**config.mk**
```make
export PLATFORM = sky130hd
export DESIGN_NAME = color_palette_tolerance_mapper
export DESIGN_NICKNAME = d
export VERILOG_FILES = /design/src/design/cptm_pkg.sv /design/src/design/cptm_match.sv /design/src/design/cptm_palette.sv /design/src/design/color_palette_tolerance_mapper.sv
export SDC_FILE = /design/constraint.sdc
export NUM_CORES = 2
export LEC_CHECK = 0
export ABC_AREA = 1
export BUFFER_PORTS_ARGS = -buffer_cell sky130_fd_sc_hd__buf_2
export CAP_MARGIN = 20
export CORE_AREA = 2 2 396 398
export CTS_CLUSTER_SIZE = 28
export DETAILED_ROUTE_END_ITERATION = 10
export DIE_AREA = 0 0 398 400
export SLEW_MARGIN = 30
export SYNTH_ARGS = -nofsm -noshare
export SYNTH_HDL_FRONTEND = slang
export SYNTH_HIERARCHICAL = 1
export SYNTH_SLANG_ARGS = --single-unit
```
**constraint.sdc**
```tcl
create_clock -name clk -period 10.3 [get_ports clk]
set_input_delay 2.06 -clock clk [delete_from_list [all_inputs] [get_ports clk]]
set_output_delay 2.06 -clock clk [all_outputs]
set_load 0.05 [all_outputs]
```
**src/design/cptm_pkg.sv**
```systemverilog
// Shared types and constants for the color palette tolerance mapper.
package cptm_pkg;

  // Operation codes carried in the request.
  localparam logic [1:0] FUNC_LEARN = 2'd0;
  localparam logic [1:0] FUNC_MAP   = 2'd1;
  localparam logic [1:0] FUNC_CLEAR = 2'd2;

  // Tolerance after reset.
  localparam logic [7:0] TOLERANCE_RESET = 8'd20;

  // One RGB888 color as held in the palette.
  typedef struct packed {
    logic [7:0] red;
    logic [7:0] green;
    logic [7:0] blue;
  } color_t;

  // Input request: operation and pixel.
  typedef struct packed {
    logic [1:0] func;
    logic [7:0] red;
    logic [7:0] green;
    logic [7:0] blue;
  } req_t;

  // Result of one request.
  typedef struct packed {
    logic [3:0] color_index;
    logic       hit;
    logic       overflow;
    logic [4:0] entries_used;
  } rsp_t;

  // Palette update command from the decision logic.
  typedef struct packed {
    logic   insert;
    logic   clear;
    color_t color;
  } upd_t;

endpackage

```
**src/design/cptm_match.sv**
```systemverilog
// Parallel tolerance comparators over the palette with a first-match priority encoder.
module cptm_match #(
  parameter int DEPTH = 16,
  parameter int IDX_W = $clog2(DEPTH),
  parameter int CNT_W = $clog2(DEPTH + 1)
) (
  input  cptm_pkg::color_t entries [DEPTH],
  input  logic [CNT_W-1:0] count,
  input  logic [7:0]       tolerance,
  input  cptm_pkg::color_t color,
  output logic             found,
  output logic [IDX_W-1:0] index
);

  logic [DEPTH-1:0] lane_hit;

  // True when two channel values differ by at most the tolerance.
  function automatic logic chan_close(input logic [7:0] a, input logic [7:0] b,
                                      input logic [7:0] tol);
    logic [7:0] diff;
    diff = (a >= b) ? (a - b) : (b - a);
    return diff <= tol;
  endfunction

  // One comparator per entry; only entries below the fill count take part.
  for (genvar i = 0; i < DEPTH; i++) begin : g_lane
    assign lane_hit[i] = (CNT_W'(i) < count) &&
                         chan_close(entries[i].red,   color.red,   tolerance) &&
                         chan_close(entries[i].green, color.green, tolerance) &&
                         chan_close(entries[i].blue,  color.blue,  tolerance);
  end

  // The lowest matching index wins.
  always_comb begin
    found = 1'b0;
    index = '0;
    for (int i = DEPTH - 1; i >= 0; i--) begin
      if (lane_hit[i]) begin
        found = 1'b1;
        index = IDX_W'(i);
      end
    end
  end

endmodule

```
**src/design/cptm_palette.sv**
```systemverilog
// Palette storage and fill count, updated by append and clear commands.
module cptm_palette #(
  parameter int DEPTH = 16,
  parameter int IDX_W = $clog2(DEPTH),
  parameter int CNT_W = $clog2(DEPTH + 1)
) (
  input  logic             clk,
  input  logic             rst,
  input  logic             update,
  input  cptm_pkg::upd_t   cmd,
  output cptm_pkg::color_t entries [DEPTH],
  output logic [CNT_W-1:0] count
);

  cptm_pkg::color_t colors [DEPTH];

  // Append the new color at the current fill position.
  always_ff @(posedge clk) begin
    if (update && cmd.insert) begin
      colors[count[IDX_W-1:0]] <= cmd.color;
    end
  end

  // Fill count: cleared by reset or a clear request, bumped by an append.
  always_ff @(posedge clk) begin
    if (rst) begin
      count <= '0;
    end else if (update) begin
      if (cmd.clear) begin
        count <= '0;
      end else if (cmd.insert) begin
        count <= count + CNT_W'(1);
      end
    end
  end

  assign entries = colors;

endmodule

```
**src/design/color_palette_tolerance_mapper.sv**
```systemverilog
// Top level of the color palette tolerance mapper.
// Accepts one request per cycle while no receiver stall holds the result register, and
// returns one result per request: the request is registered, compared against every
// palette entry at once by one tolerance comparator per entry, and the result is
// registered at the same edge that writes any new entry, so the next request already
// sees it. A learn request appends an unmatched color while the palette has room, a
// map request only looks up, and a clear request empties the palette. The tolerance
// register should be written only while no request is in flight.
module color_palette_tolerance_mapper #(
  parameter int PALETTE_DEPTH = 16
) (
  input  logic            clk,
  input  logic            rst,
  input  logic            cfg_write,
  input  logic [7:0]      cfg_data,
  input  logic            req_valid,
  output logic            req_stall,
  input  cptm_pkg::req_t  req,
  output logic            rsp_valid,
  input  logic            rsp_stall,
  output cptm_pkg::rsp_t  rsp
);

  localparam int IDX_W = $clog2(PALETTE_DEPTH);
  localparam int CNT_W = $clog2(PALETTE_DEPTH + 1);

  logic             s1_valid;
  cptm_pkg::req_t   s1_req;
  logic [7:0]       tolerance;
  logic             advance;
  logic             fire;
  cptm_pkg::color_t color;
  cptm_pkg::color_t entries [PALETTE_DEPTH];
  logic [CNT_W-1:0] count;
  logic             found;
  logic [IDX_W-1:0] match_index;
  logic             full;
  cptm_pkg::upd_t   cmd;
  cptm_pkg::rsp_t   rsp_next;

  // Tolerance register.
  always_ff @(posedge clk) begin
    if (rst) begin
      tolerance <= cptm_pkg::TOLERANCE_RESET;
    end else if (cfg_write) begin
      tolerance <= cfg_data;
    end
  end

  // Handshake: the result register moves when empty or taken.
  assign advance   = !rsp_valid || !rsp_stall;
  assign req_stall = s1_valid && !advance;
  assign fire      = s1_valid && advance;

  // Input register.
  always_ff @(posedge clk) begin
    if (rst) begin
      s1_valid <= 1'b0;
    end else if (!req_stall) begin
      s1_valid <= req_valid;
    end
  end

  always_ff @(posedge clk) begin
    if (!req_stall && req_valid) begin
      s1_req <= req;
    end
  end

  assign color = '{red: s1_req.red, green: s1_req.green, blue: s1_req.blue};

  cptm_match #(
    .DEPTH(PALETTE_DEPTH),
    .IDX_W(IDX_W),
    .CNT_W(CNT_W)
  ) u_match (
    .entries  (entries),
    .count    (count),
    .tolerance(tolerance),
    .color    (color),
    .found    (found),
    .index    (match_index)
  );

  cptm_palette #(
    .DEPTH(PALETTE_DEPTH),
    .IDX_W(IDX_W),
    .CNT_W(CNT_W)
  ) u_palette (
    .clk    (clk),
    .rst    (rst),
    .update (fire),
    .cmd    (cmd),
    .entries(entries),
    .count  (count)
  );

  assign full = (count == CNT_W'(PALETTE_DEPTH));

  // Decide the palette update and the result for the registered request.
  always_comb begin
    cmd.insert            = 1'b0;
    cmd.clear             = 1'b0;
    cmd.color             = color;
    rsp_next.color_index  = '0;
    rsp_next.hit          = 1'b0;
    rsp_next.overflow     = 1'b0;
    rsp_next.entries_used = 5'(count);
    unique case (s1_req.func)
      cptm_pkg::FUNC_LEARN, cptm_pkg::FUNC_MAP: begin
        if (found) begin
          rsp_next.color_index = 4'(match_index);
          rsp_next.hit         = 1'b1;
        end else if (s1_req.func == cptm_pkg::FUNC_LEARN && !full) begin
          cmd.insert            = 1'b1;
          rsp_next.color_index  = 4'(count[IDX_W-1:0]);
          rsp_next.entries_used = 5'(count + CNT_W'(1));
        end else begin
          rsp_next.overflow = 1'b1;
        end
      end
      cptm_pkg::FUNC_CLEAR: begin
        cmd.clear             = 1'b1;
        rsp_next.entries_used = '0;
      end
      default: begin
      end
    endcase
  end

  // Result register.
  always_ff @(posedge clk) begin
    if (rst) begin
      rsp_valid <= 1'b0;
    end else if (advance) begin
      rsp_valid <= s1_valid;
    end
  end

  always_ff @(posedge clk) begin
    if (fire) begin
      rsp <= rsp_next;
    end
  end

  // A result never reports a match and an overflow together.
  assert property (@(posedge clk) disable iff (rst)
    rsp_valid |-> !(rsp.hit && rsp.overflow))
    else $error("result has both hit and overflow set");

  // The fill count never exceeds the palette depth.
  assert property (@(posedge clk) disable iff (rst)
    count <= CNT_W'(PALETTE_DEPTH))
    else $error("palette count beyond depth");

  // The fill count grows by at most one entry per cycle.
  assert property (@(posedge clk) disable iff (rst)
    (count > $past(count)) |-> (count == $past(count) + CNT_W'(1)))
    else $error("palette count grew by more than one");

  // The count changes only when a request is processed.
  assert property (@(posedge clk) disable iff (rst)
    !fire |=> $stable(count))
    else $error("palette count changed without a request");

endmodule

```
# Yosys cells after proc, flatten, opt, wreduce, memory -nomap -nowiden
# Cells that the tools add are included.
# classes
n_addsub	97
bitwise	2
muxes	96
n_reduce_logical	65
n_eq_ne	3
n_lt_le_gt_ge	114
# ops
op	n
8-bit subtractor	96
384-bit bitwise mux	1
8-bit greater-or-equal comparator	48
8-bit less-or-equal comparator	48
8-bit 2-to-1 mux	48
24-bit demux with 4-bit select	1
4-bit 2-to-1 mux	18
1-bit logical AND	54
4-bit by 5-bit < comparator with 1-bit output (first input constant)	8
24-bit 2-to-1 mux	1
1-bit 2-to-1 mux	22
3-bit by 5-bit < comparator with 1-bit output (first input constant)	4
5-bit 2-to-1 mux	4
1-bit by 5-bit < comparator with 1-bit output (first input constant)	2
2-bit by 5-bit < comparator with 1-bit output (first input constant)	2
5-bit one-hot mux with 2 select lines	1
5-bit by 1-bit adder with 5-bit output (second input constant)	1
5-bit equality test (second input constant)	1
5-bit greater-or-equal comparator (second input constant)	1
1-bit logical NOT	5
5-bit by 1-bit < comparator with 1-bit output (second input constant)	1
4-bit NOT with 5-bit output	1
2-bit OR reduction	2
2-bit by 1-bit equality test with 1-bit output (second input constant)	1
6 further kinds	6
# totals
output_inout_bits	13
word_cells	437
ff_bits	436
inputBits	39

# Longest topological paths before layout
# depth
word_depth	26
depth_mapped	41
mapped_depth_nobuf	41

# By module
# Netlist, hierarchy kept.
# by_module_without_submodules
mod	n_inst	cells_each	area_each_um2
cptm_match	1	5364	37154.4
cptm_palette	1	449	11931.4
color_palette_tolerance_mapper	1	139	1745.4

# Least setup slack after synthesis
# Ideal clock, no wire load.
# synth_path
path_kind	register to register
start	register s1_req (netlist bit cmd[9])
end	register u_palette.colors (netlist bit u_palette/entries[0]) (enable)
path_stages_with_launch	31
setup_time_ns	0.405
n_path_buf	1
arrival_ns	7.284
path_slack_ns	2.611
t_required_ns	9.895
synth_period_minus_slack_ns	7.689
path_cell_list	edfxtp_1 > inv_1 > fa_1 > inv_1 > o21ai_2 > a21oi_2 > nand2_1 > a21oi_2 > o21bai_4 > buf_4 > o21ai_0 > xor2_1 > inv_1 > ha_1 > nand2_1 > o21ai_0 > a21oi_1 > o211ai_1 > o41ai_1 > o2111ai_1 > nand2_1 > or2_2 > nor2_1 > nand2_1 > inv_1 > nand3_2 > inv_2 > nand2_2 > inv_2 > nand2_1 > nor2_1
# synth_lines
item	line	text
start, declared	color_palette_tolerance_mapper.sv:28	cptm_pkg::req_t s1_req;
start signal, assigned	color_palette_tolerance_mapper.sv:66	s1_req <= req;
end signal, assigned by index	cptm_palette.sv:20	colors[count[IDX_W-1:0]] <= cmd.color;
end, declared	cptm_palette.sv:15	cptm_pkg::color_t colors [DEPTH];

==> summary.md <==
| Metric | Value |
|---|---|
| Initial antenna violation count | `6` |
| Area Growth Syn to Fin | `10.6%` |
| Vias per cell | `about 5` |
| Worst slew pin tran | `around 1 ns` |
| Most numerous cell on the critical path | `nand2_1` |
| Total core area | `155000 um^2` |
| Post-cts resize count | `0` |
| Worst-Skew Late Latency | `0.69 ns` |
| CTS Buf Count | `55` |
| Drt pass-1 iters | `6` |
| Switching share of power | `a little over a third` |
| Synth Register Bits | `around 440` |
| H-tree depth | `2` |
| DRT iter0 DRCs | `approximately 3k` |
| Crit Path Category | `reg -> reg` |
| Die X | `398 um` |
| Syn Inst Count | `between 5k and 6k` |
| Clock Power Share | `a little over a third` |
| Initial Util | `between 30% and 40%` |
| Mapped Nets | `about 7.2k` |
| Seq pwr share | `around a third` |
| Mapped cell area | `approximately 51000 um^2` |
| Worst setup EP type | `flop` |
| Crit-path max FO | `17` |
| Startpoint types | `flop` |
| Synth top area cells | `ha_1, edfxtp_1, inv_1` |
| IO buf count | `51` |
| Die area | `159000 um^2` |
| EDFF count, synth | `between 400 and 500` |
| Setup Viol. Count Final | `0` |
| Cell variety after synth | `60` |
| Unrepaired setup endpoints after global routing | `false` |
| Post-cts hold buffer count | `0` |
| Root Driver | `clkbuf_16` |
| Fin cells | `roughly 8.2k` |
| Clock sinks | `about 440` |
| GRT Overall Usage | `about 18%` |
| Worst clock skew | `about 0.042 ns` |
| Final core area utilization | `between 30% and 40%` |
| Fill count | `approximately 16k` |
| GPL Wtd Cong | `0.913` |
| Vias in the first global route | `slightly above 40k` |
| Peak per-stage delay on the critical path | `roughly 0.9 ns` |
| Share of synthesized registers carrying an async set or reset | `0%` |
| Synth warn | `6` |
| Final slew viol count | `0` |
| Slowest stage cell on the critical path | `edfxtp_1` |
| Antenna Nets Post-Route | `0` |
| Most used DFF post-synth | `edfxtp_1` |
| Placed insts | `slightly above 8k` |
| Worst-path clk slew | `around 0.060 ns` |
| Final period util | `roughly three quarters` |
| Leak Pwr | `roughly 27 nW` |
| Congestion Overflow GR | `0` |
| Fmax | `between 0.1 and 0.15 GHz` |
| Avg WL per Cell | `18.0 um` |
| Setup Total Neg Slack | `0 ns` |
| Post-layout nets | `7347` |
| Max-cap viol count | `0` |
| Final Hold Vio Count | `0` |
| Final instance area | `between 50000 and 60000 um^2` |
| Die H | `approximately 400 um` |
| Pint | `between 0.003 and 0.004 W` |
| Final wirelength | `148000 um` |
| Min-Delay Path Class | `reg -> reg` |
| Combinational power share | `a little under a third` |
| Largest net degree at the start of global routing | `34` |
| Worst relative slew slack | `about a third` |
| Share of layout cells above drive strength 1 | `approximately 7.7%` |
| Hold WS | `around 0.51 ns` |
| Top cell type's share of synthesized area | `27.3%` |
| CTS max path bufs | `3` |
| First-pass GRT wire length | `228000 um` |
| Maximum VDD drop | `between 0.1 and 0.15 mV` |
| Outcome | `finished clean` |
| Post-CTS setup buffer count | `0` |
| Worst endpoint data arrival time | `about 8 ns` |
| Pwr per Cell Area | `107 nW/um^2` |
| Reg2reg setup slack | `between 2 and 2.5 ns` |
| P_sw | `roughly 0.0021 W` |
| Tmin final | `between 7 and 8 ns` |
| Synthesized area per cell | `approximately 8.5 um^2` |
| DR vias | `between 40k and 50k` |
| Hpwl dp | `approximately 100000 um` |
| Most area-hungry cell type in the Yosys netlist | `ha_1` |
| # IOs | `between 50 and 60` |
| CTS tree | `built` |
| Drc violations | `0` |
| Critical path required time | `about 11 ns` |
| Seq/Total Area, Yosys | `roughly a quarter` |
| Cell Rows | `between 100 and 150` |
| Post-Place Cell Area | `around 54000 um^2` |
-- cells in the final DEF (no fill, tap or decap), types with 12 or more instances in the layout --
cell type	Yosys	routed
nand3_2	48	48
o21a_1	22	22
edfxtp_1	421	421
buf_4	7	61
o221ai_1	31	31
a21o_1	18	18
a21oi_1	636	635
clkbuf_16	0	56
o21ai_1	12	12
nand2_2	18	18
a221oi_2	17	17
xor2_1	191	191
o211ai_2	14	14
xnor2_1	97	97
fa_1	96	96
dfxtp_1	15	14
nor3_1	34	34
nand3_1	180	180
inv_1	1035	1020
o21bai_1	26	26
mux2i_1	68	68
a211oi_2	17	17
nand2_1	1003	1003
nor2_1	209	193
a21oi_2	23	24
nor2_2	5	16
mux2_2	24	24
nand4_1	73	73
ha_1	1111	1111
buf_2	21	51
o21ai_0	305	305
o211ai_1	25	25
inv_2	7	12
clkinv_2	12	30
a221oi_1	16	16
a211oi_1	42	42
-- final cells by class --
type / instances / area [um^2] / share of cell area, %
antenna: 1 / 2.50 / 0.00445
clock buffer: 65 / 1460 / 2.59
clock inverter: 39 / 489 / 0.870
inverter: 1054 / 3990 / 7.10
multi-input combinational: 4434 / 33900 / 60.2
sequential: 436 / 12900 / 23.0
tap: 2058 / 2570 / 4.58
timing repair buffer: 120 / 901 / 1.60
-- cell families after synthesis --
group	Yosys count	synth area share, %
adder cells (fa/ha/maj)	1207	31.1
buffers and inverters	1082	8.12
AND/OR/NAND/NOR	1590	13.6
XOR/XNOR	288	4.96
flip-flops	436	25.5
multiplexers	93	1.89
AO/OA/AOI/OAI	1256	14.9
-- sequential cells by signal (all words and copies together), names as in the netlist --
register	count
u_palette/entries	384
s1_valid	1
rsp	11
rsp_valid	1
tolerance	8
s1_req	2
u_palette/count	5
cmd	24
-- worst paths after layout --
check                    start  depth (start not counted)                      to
hold / removal    tolerance[2]                          2            tolerance[2]
setup reg to reg       cmd[15]                         37  u_palette/entries[294]
hold reg to reg   tolerance[2]                          2            tolerance[2]
setup / recovery       cmd[15]                         37  u_palette/entries[294]
-- Yosys cell counts, drive strengths merged, types with 68 or more instances --
cell,instances
edfxtp,421
o21ai,326
inv,1042
ha,1111
nand4,73
mux2i,68
xnor2,97
fa,96
nor2,215
nand2,1023
a21oi,659
nand3,230
xor2,191
-- power groups by stage --
stage / sequential (W) / combinational [W] / clock [W]
2_1_floorplan: 0.00204 / 0.00129 / 0
3_3_place_gp: 0.00202 / 0.00182 / 0
3_5_place_dp: 0.00202 / 0.00187 / 0
4_1_cts: 0.00198 / 0.00189 / 0.00220
5_1_grt: 0.00198 / 0.00215 / 0.00225
6_report: 0.00198 / 0.00190 / 0.00213
-- per-stage QoR --
step	total power (W)	worst slack, ns
finish	0.00601	2.50
global route	0.00638	1.84
CTS	0.00606	2.56
detailed placement	0.00389	2.68
global placement	0.00384	2.64
floorplan	0.00334	2.61
-- worst max-delay path: cells and delay by family, from the launching register on --
kind / cells / cell delay (ns)
buf+inv: 10 / 1.87
xor+xnor: 1 / 0.11
fa+ha+maj: 2 / 0.85
simple gates: 21 / 3.16
flops: 1 / 0.90
compound gates: 3 / 0.52
-- routing by layer --
metal  wire length, um  vias to the layer above  track usage (%)  part of all wire [%]
li1                  -                    20600                -                     -
met1             71200                    19793             26.1                    48
met2             63800                     1135             28.7                    43
met3              8860                      189             2.10                   6.0
met4              3980                        6             5.25                   2.7
met5                34                        -                0                 0.023
No activity file was read; power rests on OpenSTA's default activity.
